===== src/design/imcg_pkg.sv =====
// Package for the interval merge block: sequencer state type.
// Used by the top level, interval_merge_coverage_gap.
`timescale 1ns / 1ps
package imcg_pkg;
    typedef enum logic [2:0] {
        ST_IDLE,
        ST_SCAN,
        ST_WRITE,
        ST_FIN_I,
        ST_FIN_J,
        ST_OUT
    } state_t;
endpackage


===== src/design/interval_merge_coverage_gap.sv =====
// Interval merge with longest busy span and longest idle gap.
// Depends on imcg_pkg and imcg_ram.
//
//  channel | signals                                   | direction
//  in      | in_valid, in_ready, op, span_*            | into block
//  out     | out_valid, out_ready, longest_*, overflow | out of block
//
// An add is accepted in ST_IDLE and then makes a sweep (one read per slot,
// registered read data and a drain) and one write of the merged interval.
// A finish visits each slot in turn and makes a sweep for each valid slot,
// then presents the result.
// Reset clears the valid bits and the overflow flag; no clearing pass.
// A result waits in the output register while out_ready is low; the next
// item is taken once the result is delivered.
`timescale 1ns / 1ps
module interval_merge_coverage_gap
    import imcg_pkg::*;
#(
    parameter int MAX_SPANS  = 64,
    parameter int TIME_WIDTH = 20
) (
    input  logic                  clk,
    input  logic                  rst_n,
    input  logic                  in_valid,
    output logic                  in_ready,
    input  logic                  op,
    input  logic [TIME_WIDTH-1:0] span_start,
    input  logic [TIME_WIDTH-1:0] span_stop,
    output logic                  out_valid,
    input  logic                  out_ready,
    output logic [TIME_WIDTH-1:0] longest_busy,
    output logic [TIME_WIDTH-1:0] longest_idle,
    output logic                  overflow
);
    localparam int AW = $clog2(MAX_SPANS);
    localparam int CW = AW + 1;

    state_t state_reg, state_next;
    logic [MAX_SPANS-1:0] valid_reg;
    logic                 ovf_reg;
    logic [CW-1:0]        cnt_reg;      // read address counter
    logic                 rv_reg;       // read data valid this cycle
    logic [AW-1:0]        radr_reg;     // address of data arriving
    logic [AW-1:0]        i_reg;
    logic [TIME_WIDTH-1:0] lo_reg, hi_reg, busy_reg, idle_reg;
    logic [TIME_WIDTH-1:0] is_reg, ie_reg;   // slot i begin and end
    logic [TIME_WIDTH-1:0] ns_reg;           // best successor begin
    logic                 nf_reg;           // successor found
    logic                 ild_reg;          // slot i data loaded

    logic [AW-1:0]         raddr;
    logic [TIME_WIDTH-1:0] rs, re;
    logic                  we;
    logic [AW-1:0]         waddr;
    logic [AW-1:0]         free_idx;
    logic                  free_any;
    logic                  scan_done;

    imcg_ram #(.WIDTH(TIME_WIDTH), .DEPTH(MAX_SPANS)) u_start (
        .clk(clk), .we(we), .waddr(waddr), .wdata(lo_reg),
        .raddr(raddr), .rdata(rs));
    imcg_ram #(.WIDTH(TIME_WIDTH), .DEPTH(MAX_SPANS)) u_stop (
        .clk(clk), .we(we), .waddr(waddr), .wdata(hi_reg),
        .raddr(raddr), .rdata(re));

    // Slot i is read while in ST_FIN_I so that it is known before the sweep.
    assign raddr = (state_reg == ST_FIN_I) ? i_reg : cnt_reg[AW-1:0];
    assign we    = (state_reg == ST_WRITE) && free_any;
    assign waddr = free_idx;
    assign scan_done = (cnt_reg == CW'(MAX_SPANS)) && !rv_reg;

    // Lowest free slot, priority encoded.
    always_comb
    begin
        free_idx = '0;
        free_any = 1'b0;
        for (int k = MAX_SPANS - 1; k >= 0; k--)
        begin
            if (!valid_reg[k])
            begin
                free_idx = AW'(k);
                free_any = 1'b1;
            end
        end
    end

    always_comb
    begin
        state_next = state_reg;
        case (state_reg)
            ST_IDLE:
            begin
                if (in_valid)
                begin
                    state_next = op ? ST_FIN_I : ST_SCAN;
                end
            end
            ST_SCAN:
            begin
                if (scan_done)
                begin
                    state_next = ST_WRITE;
                end
            end
            ST_WRITE:
            begin
                state_next = ST_IDLE;
            end
            ST_FIN_I:
            begin
                if (valid_reg[i_reg])
                begin
                    state_next = ST_FIN_J;
                end
                else if (i_reg == AW'(MAX_SPANS - 1))
                begin
                    state_next = ST_OUT;
                end
            end
            ST_FIN_J:
            begin
                if (scan_done)
                begin
                    state_next = (i_reg == AW'(MAX_SPANS - 1)) ? ST_OUT : ST_FIN_I;
                end
            end
            ST_OUT:
            begin
                if (out_ready)
                begin
                    state_next = ST_IDLE;
                end
            end
            default:
            begin
                state_next = ST_IDLE;
            end
        endcase
    end

    always_comb
    begin
        in_ready  = (state_reg == ST_IDLE);
        out_valid = (state_reg == ST_OUT);
    end

    assign longest_busy = busy_reg;
    assign longest_idle = idle_reg;
    assign overflow     = ovf_reg;

    always_ff @(posedge clk or negedge rst_n)
    begin
        if (!rst_n)
        begin
            state_reg <= ST_IDLE;
            valid_reg <= '0;
            ovf_reg   <= 1'b0;
            cnt_reg   <= '0;
            rv_reg    <= 1'b0;
            i_reg     <= '0;
        end
        else
        begin
            state_reg <= state_next;
            rv_reg    <= 1'b0;
            case (state_reg)
                ST_IDLE:
                begin
                    cnt_reg <= '0;
                    i_reg   <= '0;
                end
                ST_SCAN, ST_FIN_J:
                begin
                    if (cnt_reg != CW'(MAX_SPANS))
                    begin
                        cnt_reg <= cnt_reg + 1'b1;
                        rv_reg  <= 1'b1;
                    end
                    if (rv_reg && state_reg == ST_SCAN && valid_reg[radr_reg]
                        && !(hi_reg < rs || lo_reg > re))
                    begin
                        valid_reg[radr_reg] <= 1'b0;
                    end
                    if (scan_done && state_reg == ST_FIN_J)
                    begin
                        i_reg   <= i_reg + 1'b1;
                        cnt_reg <= '0;
                    end
                end
                ST_WRITE:
                begin
                    if (free_any)
                    begin
                        valid_reg[free_idx] <= 1'b1;
                    end
                    else
                    begin
                        ovf_reg <= 1'b1;
                    end
                end
                ST_FIN_I:
                begin
                    cnt_reg <= '0;
                    if (!valid_reg[i_reg])
                    begin
                        i_reg <= i_reg + 1'b1;
                    end
                end
                ST_OUT:
                begin
                    if (out_ready)
                    begin
                        valid_reg <= '0;
                    end
                end
                default:
                begin
                end
            endcase
        end
    end

    // Datapath registers.
    always_ff @(posedge clk)
    begin
        radr_reg <= raddr;
        case (state_reg)
            ST_IDLE:
            begin
                if (span_start > span_stop)
                begin
                    lo_reg <= span_stop;
                    hi_reg <= span_start;
                end
                else
                begin
                    lo_reg <= span_start;
                    hi_reg <= span_stop;
                end
                busy_reg <= '0;
                idle_reg <= '0;
            end
            ST_SCAN:
            begin
                if (rv_reg && valid_reg[radr_reg] && !(hi_reg < rs || lo_reg > re))
                begin
                    if (rs < lo_reg)
                    begin
                        lo_reg <= rs;
                    end
                    if (re > hi_reg)
                    begin
                        hi_reg <= re;
                    end
                end
            end
            ST_FIN_I:
            begin
                nf_reg  <= 1'b0;
                ild_reg <= 1'b0;
            end
            ST_FIN_J:
            begin
                // The first cycle of the sweep carries slot i, read in ST_FIN_I.
                if (!ild_reg)
                begin
                    is_reg  <= rs;
                    ie_reg  <= re;
                    ild_reg <= 1'b1;
                    if (re - rs > busy_reg)
                    begin
                        busy_reg <= re - rs;
                    end
                end
                if (rv_reg && valid_reg[radr_reg] && radr_reg != i_reg
                    && rs > is_reg && (!nf_reg || rs < ns_reg))
                begin
                    ns_reg <= rs;
                    nf_reg <= 1'b1;
                end
                if (scan_done && nf_reg && ns_reg > ie_reg
                    && ns_reg - ie_reg > idle_reg)
                begin
                    idle_reg <= ns_reg - ie_reg;
                end
            end
            default:
            begin
            end
        endcase
    end

`ifndef SYNTHESIS
    a_out_hold: assert property (@(posedge clk) disable iff (!rst_n)
        out_valid && !out_ready |=> out_valid && $stable(longest_busy))
        else $error("result changed while stalled");
    a_excl: assert property (@(posedge clk) disable iff (!rst_n)
        !(in_ready && out_valid))
        else $error("input taken while result pending");
    a_ovf_sticky: assert property (@(posedge clk) disable iff (!rst_n)
        $past(ovf_reg) |-> ovf_reg)
        else $error("overflow flag cleared");
`endif
endmodule


===== src/design/imcg_ram.sv =====
// Generic single-port write, single-port read RAM with registered read.
// No dependencies.
`timescale 1ns / 1ps
module imcg_ram #(
    parameter int WIDTH = 8,
    parameter int DEPTH = 16
) (
    input  logic                     clk,
    input  logic                     we,
    input  logic [$clog2(DEPTH)-1:0] waddr,
    input  logic [WIDTH-1:0]         wdata,
    input  logic [$clog2(DEPTH)-1:0] raddr,
    output logic [WIDTH-1:0]         rdata
);
    logic [WIDTH-1:0] mem [DEPTH];

    always_ff @(posedge clk)
    begin
        if (we)
        begin
            mem[waddr] <= wdata;
        end
        rdata <= mem[raddr];
    end
endmodule

===== config.mk =====
export PLATFORM = sky130hd
export DESIGN_NAME = interval_merge_coverage_gap
export DESIGN_NICKNAME = d
export VERILOG_FILES = /design/src/design/imcg_pkg.sv /design/src/design/interval_merge_coverage_gap.sv /design/src/design/imcg_ram.sv
export SDC_FILE = /design/constraint.sdc
export NUM_CORES = 2
export LEC_CHECK = 0
export ABC_AREA = 1
export ABC_CLOCK_PERIOD_IN_PS = 6300
export BUFFER_PORTS_ARGS = -buffer_cell sky130_fd_sc_hd__buf_2
export CORE_AREA = 2 2 532 666
export CTS_BUF_LIST = sky130_fd_sc_hd__clkbuf_4 sky130_fd_sc_hd__clkbuf_8
export DETAILED_ROUTE_END_ITERATION = 10
export DIE_AREA = 0 0 534 668
export MAX_ROUTING_LAYER = met4
export PLACE_DENSITY = 0.6
export SLEW_MARGIN = 25
export SYNTH_ARGS = -nofsm -noshare
export SYNTH_HDL_FRONTEND = slang
export SYNTH_SLANG_ARGS = --single-unit

===== constraint.sdc =====
create_clock -name clk -period 6.3 [get_ports clk]
set_input_delay 0.945 -clock clk [delete_from_list [all_inputs] [get_ports clk]]
set_output_delay 0.945 -clock clk [all_outputs]
set_load 0.01 [all_outputs]

# ---- After elaboration in Yosys (flattened, before gate mapping)
# Memory sizes are Yosys's and may differ from the RTL's. A register that Yosys moved wholly into a read port is not among the register bits.
# Index checks and enable logic that the tools add are counted.
# W data, S select, Z words.
dict set report op_classes {
  bitwise_logic 5
  reduce_logical 42
  addsub 4
  magnitude_cmp 15
  mux 176
  n_eq_ne 26
}
# operator n
set op_table {}
lappend op_table {{$mux W6} 67}
lappend op_table {{$mux W64} 3}
lappend op_table {{$pmux W64 S3} 1}
lappend op_table {{$mux W20} 9}
lappend op_table {{$pmux W20 S2} 4}
lappend op_table {{$gt A20 B20 Y1} 7}
lappend op_table {{$mux W1} 73}
lappend op_table {{$and A64 B64 Y64} 1}
lappend op_table {{$not A64 Y64} 1}
lappend op_table {{$or A64 B64 Y64} 1}
lappend op_table {{$lt A20 B20 Y1} 3}
lappend op_table {{$sub A20 B20 Y20} 2}
lappend op_table {{$lt A6 B7 Y1 const B} 3}
lappend op_table {{$mux W3} 7}
lappend op_table {{$pmux W6 S3} 1}
lappend op_table {{$logic_and A1 B1 Y1} 16}
lappend op_table {{$ne A2 B2 Y1 const B} 8}
lappend op_table {{$pmux W3 S5} 1}
lappend op_table {{$mux W7} 2}
lappend op_table {{$ne A2 B1 Y1 const B} 7}
lappend op_table {{$pmux W7 S2} 1}
lappend op_table {{$bmux W1 S6} 2}
lappend op_table {{$demux W1 S6} 2}
lappend op_table {{$ge A6 B1 Y1 const B} 2}
lappend op_table {{24 further kinds} 44}
dict set report word_totals {
  word_cells 286
  regBits 230
  ram_bits 2560
  memories 2
}
# name depth word_bits read_ports rd_ports_with_merged_regs wr line
set memory_table {}
lappend memory_table {u_start.mem 64 20 1 1 1 imcg_ram.sv:15} ;# logic [WIDTH-1:0] mem [DEPTH];
lappend memory_table {u_stop.mem 64 20 1 1 1 imcg_ram.sv:15}

# ---- Logic depth before layout (Yosys ltp)
dict set report logic_depth {
  word_depth 71
  depth_mapped 69
  ltp_nobuf 68
}

# ---- Cells and area by module
# Synthesis repeated with hierarchy kept, for this count alone.
dict set report unflattened {
  hier_cells 11156
  hier_area_um2 122756.5
}
# module instances area_each_um2 cells_per_inst seq_area_each_um2
set modules_own_cells {}
lappend modules_own_cells {imcg_ram 2 52123.7 4373 38837.2}
lappend modules_own_cells {interval_merge_coverage_gap 1 18509.0 2410 6436.2}

# ---- Worst setup path after synthesis
# No wires, ideal clock.
dict set report synth_timing {
  path_type {reg-to-reg}
  start {register valid_reg[63]}
  end {memory u_start.mem[57][0] in the netlist's numbering, enable pin}
  path_slack_ns 0.642
  synth_period_minus_slack_ns 5.658
  arrival_time_ns 5.221
  required_time_ns 5.863
  stages_incl_launch_ff 67
  path_buffers 1
  setup_time_ns 0.437
  cell_sequence {dfrtp_1 -> inv_2 -> nand2_1 -> nand2_1 -> nand2_1 -> nand2_1 -> nand2_1 -> nand2_1 -> nand2_1 -> nand2_1 -> nand2_1 -> nand2_1 -> nand2_1 -> nand2_1 -> nand2_1 -> nand2_1 -> nand2_1 -> nand2_1 -> (+31 left out) -> nand2_1 -> nand2_1 -> nand2_1 -> nand2_1 -> nand2_1 -> nand2_1 -> nand2_1 -> nand2_1 -> nand2_1 -> nand2_1 -> nand2_1 -> nand2_1 -> nand2_1 -> nand2_2 -> nand2_4 -> buf_4 -> nand4_1 -> nor2_1}
}
dict set report synth_between {
  elab_chain_len 67
  word_cells_on_any_way 131
}
# element line
set synth_lines {}
lappend synth_lines {{from (decl)} interval_merge_coverage_gap.sv:39} ;# logic [MAX_SPANS-1:0] valid_reg;
lappend synth_lines {{from (signal assigned)} interval_merge_coverage_gap.sv:156} ;# valid_reg <= '0;
lappend synth_lines {{from (signal, indexed assignment)} interval_merge_coverage_gap.sv:182} ;# valid_reg[radr_reg] <= 1'b0;
lappend synth_lines {{from (signal, indexed assignment)} interval_merge_coverage_gap.sv:194} ;# valid_reg[free_idx] <= 1'b1;
lappend synth_lines {{$mux W1 (64 in a row)} interval_merge_coverage_gap.sv:79} ;# if (!valid_reg[k])
lappend synth_lines {{$logic_and A1 B1 Y1} interval_merge_coverage_gap.sv:68} ;# assign we = (state_reg == ST_WRITE) && free_any;
lappend synth_lines {{$mux W1} imcg_ram.sv:19} ;# if (we)
lappend synth_lines {{$mux W1 (not written as such)} imcg_ram.sv:21} ;# mem[waddr] <= wdata;
lappend synth_lines {{to (decl)} imcg_ram.sv:15}
# Several ways; a longest one is shown, not always the timed one.

# ---- Worst setup path in the final report
dict set report layout_timing {
  start {register valid_reg[63]}
  end {memory u_start.mem[9][3] in the netlist's numbering, enable pin}
}
# Same word-level chain as after synthesis.

==> impl_metrics.env <==
export IMPL_status="completed"
export IMPL_cpMostUsedCell="nand2_1"
export IMPL_cts_htree_levels=5
export IMPL_critPathKind="reg2reg"
export IMPL_required_ns=6.99
export IMPL_yosys_top_cells_area="edfxtp_1 68%, o21ai_0 7.4%, nor2_1 6.2%, o22ai_1 3.6%, ha_1 2.3%"
export IMPL_yosysWarnings=0
export IMPL_seq_area_mm2=0.0841
export IMPL_worst_pin_slew_ns=1.10
export IMPL_grt_max_degree=209
export IMPL_layout_nets=10300
export IMPL_arrival_ns=6.41
export IMPL_netlist_instances=9801
export IMPL_fin_skew_ns=0.115
export IMPL_viasPerCell=5.60
export IMPL_final_hold_viol_count=0
export IMPL_syn_area_mm2=0.119
export IMPL_cts_buffer_depth=4
export IMPL_die_area_mm2=0.357
export IMPL_vias=84300
export IMPL_final_area_mm2=0.136
export IMPL_cts_inserted_buffers=440
export IMPL_crit_path_max_fanout=22
export IMPL_dpl_cell_area_mm2=0.127
export IMPL_p_per_area_mw_per_mm2=533
export IMPL_finalCritPeriodShare_pct=90.9
export IMPL_max_cap_violations=0
export IMPL_finalSetupViolations=0
export IMPL_route_detailed_drc=0
export IMPL_clkTransAtPathRegs_ns=0.07
export IMPL_area_growth_pct=14.6
export IMPL_worstSetupStartpoint="valid_reg[63]"
export IMPL_drv_slew=0
export IMPL_cts_num_sinks=2830
export IMPL_drt_total_wl_um=398000
export IMPL_synth_ff_type="edfxtp_1"
export IMPL_drive_above_1_share_pct=11.8
export IMPL_finalSetupTns_ns=0
export IMPL_synthArstFlopShare_pct=2.90
export IMPL_grt_pass1_vias=83300
export IMPL_grt_usage_pct=22.2
export IMPL_dr_first_iter_drc_count=10300
export IMPL_gp_congestion=0.961
export IMPL_fmax_ghz=0.175
export IMPL_hp_class="in2reg"
export IMPL_synth_cell_type_count=53
export IMPL_synth_mux_area_fraction_pct=0
export IMPL_power_leakage_nw=45.3
export IMPL_avgSynthCellArea_um2=12.1
export IMPL_synthesis_nets=10100
export IMPL_cp_start_kind="flop"
export IMPL_fillers=32900
export IMPL_critPathSlowestCell="dfrtp_1"
export IMPL_synth_compound_area_share_pct=14.3
export IMPL_cp_end_kind="flop"
export IMPL_rows=243
export IMPL_dieHeight_um=668
export IMPL_die_x_um=534
export IMPL_cts_tree="yes"
export IMPL_slew_limit_headroom_pct=26.4
export IMPL_period_minus_slack_ns=5.73
export IMPL_total_power_mw=72.4
export IMPL_yosysSeqAreaShare_pct=71.0
export IMPL_synth_simple_gate_area_share_pct=8.65
export IMPL_antenna_left=0
export IMPL_root_buffer="clkbuf_8"
export IMPL_io_pins=88
export IMPL_rsz0062_at_grt="false"
export IMPL_grt_pass1_wl_um=570000
export IMPL_antenna_found_initial=34
export IMPL_vdd_drop_max_uv=423
export IMPL_first_pass_iters=8
export IMPL_fp_coreArea_mm2=0.350
export IMPL_synthAdderAreaFrac_pct=2.35
export IMPL_reg2reg_depth=67
export IMPL_port_buffers=87
export IMPL_yosys_area_top_type="edfxtp_1"
export IMPL_grt_ovfl_total=0
export IMPL_holdPathStages=3
export IMPL_synthTopCellsByCount="2702 x edfxtp_1, 1945 x nor2_1, 1759 x o21ai_0"
export IMPL_synth_edf_count=2702
export IMPL_synth_xor_area_share_pct=0.266
export IMPL_netlist_area_leader_share_pct=68.5
export IMPL_multi_input_area_mm2=0.0310
export IMPL_worstHoldStart="span_stop[2]"
export IMPL_synth_top_family_by_area="compound AO/OA/AOI/OAI gates"
export IMPL_clk_latency_ns=1.10
export IMPL_ys_ff_latch=2830
export IMPL_synth_most_common_cell="edfxtp_1"
export IMPL_critical_path_reg2reg_startpoint="valid_reg[63]"
export IMPL_dp_hpwl_um=230000
export IMPL_wire_per_inst_um=26.4
export IMPL_max_stage_delay_ns=0.41
export IMPL_start_util_pct=33.9
==> final timing paths <==
path	to	slack [ns]
min in group asynchronous	overflow	0.51
min reg2reg	overflow	0.51
max reg2reg	u_start.mem[9][3]	0.57
max in group asynchronous	valid_reg[26]	4.57
min	lo_reg[2]	0.33
max	u_start.mem[9][3]	0.57
==> cell usage in the layout (no fill, tap or decap), types with 168 or more instances in the layout <==
cell type	Yosys	routed
ha_1	219	219
clkbuf_8	0	452
nand2_1	414	412
o221ai_1	168	168
buf_4	3	188
a21oi_1	285	283
o21ai_0	1759	1757
edfxtp_1	2702	2702
nor2_1	1945	1872
inv_1	427	422
o22ai_1	690	690
==> metrics by stage <==
stage	setup WS, ns	hold slack, ns	utilization [%]	cells
after floorplan	0.642	0.434	-	9801
after global placement	0.295	0.496	36.3	14200
after detailed placement	0.562	0.514	36.3	14200
after CTS	0.584	0.256	38.8	15000
after global routing	0.0142	0.306	38.8	15000
final	0.572	0.333	38.8	15100
==> final cells by class <==
type                            count  share of cell area [%]
Antenna cell                       51                  0.0940
Clock buffer                      595                    5.37
Clock inverter                    179                   0.964
Inverter                          436                    1.23
Multi-Input combinational cell   5899                    22.8
Sequential cell                  2830                    61.9
Tap cell                         4655                    4.29
Timing Repair Buffer              408                    3.32
==> logic make-up after synthesis <==
kind of cell | count (synthesis)
AOI/OAI and AO/OA | 3025
xor gates and xnor gates | 36
adders and majority gates | 221
buffers and inverters | 1072
DFF | 2830
and+or+nand+nor | 2617
==> report_power, final <==
| part | switching (mW) | total, mW | internal, mW |
|---|---|---|---|
| combinational | 23.4 | 31.6 | 8.24 |
| sequential | 0.998 | 25.3 | 24.3 |
| clock | 7.33 | 15.5 | 8.18 |
==> timing repair <==
item,CTS,global route
endpoints found under the hold margin,40,0
setup buffers,0,2
hold buffers,1,0
resized for setup,0,1
endpoints found under the setup margin,0,52
==> per-layer routing <==
layer	GRT usage (%)	share of wire, %	vias up
li1	-	-	36700
met1	26.7	38	42400
met2	36.1	48	4336
met3	3.90	8.4	912
met4	10.6	4.9	0
met5	-	0	-
==> worst max-delay path: cells and delay by family (launching register included) <==
family        cells  cell delay, ns
flops             1            0.41
simple gates     64            4.33
buf+inv           3            0.63
No activity file was read; power rests on OpenSTA's default activity.
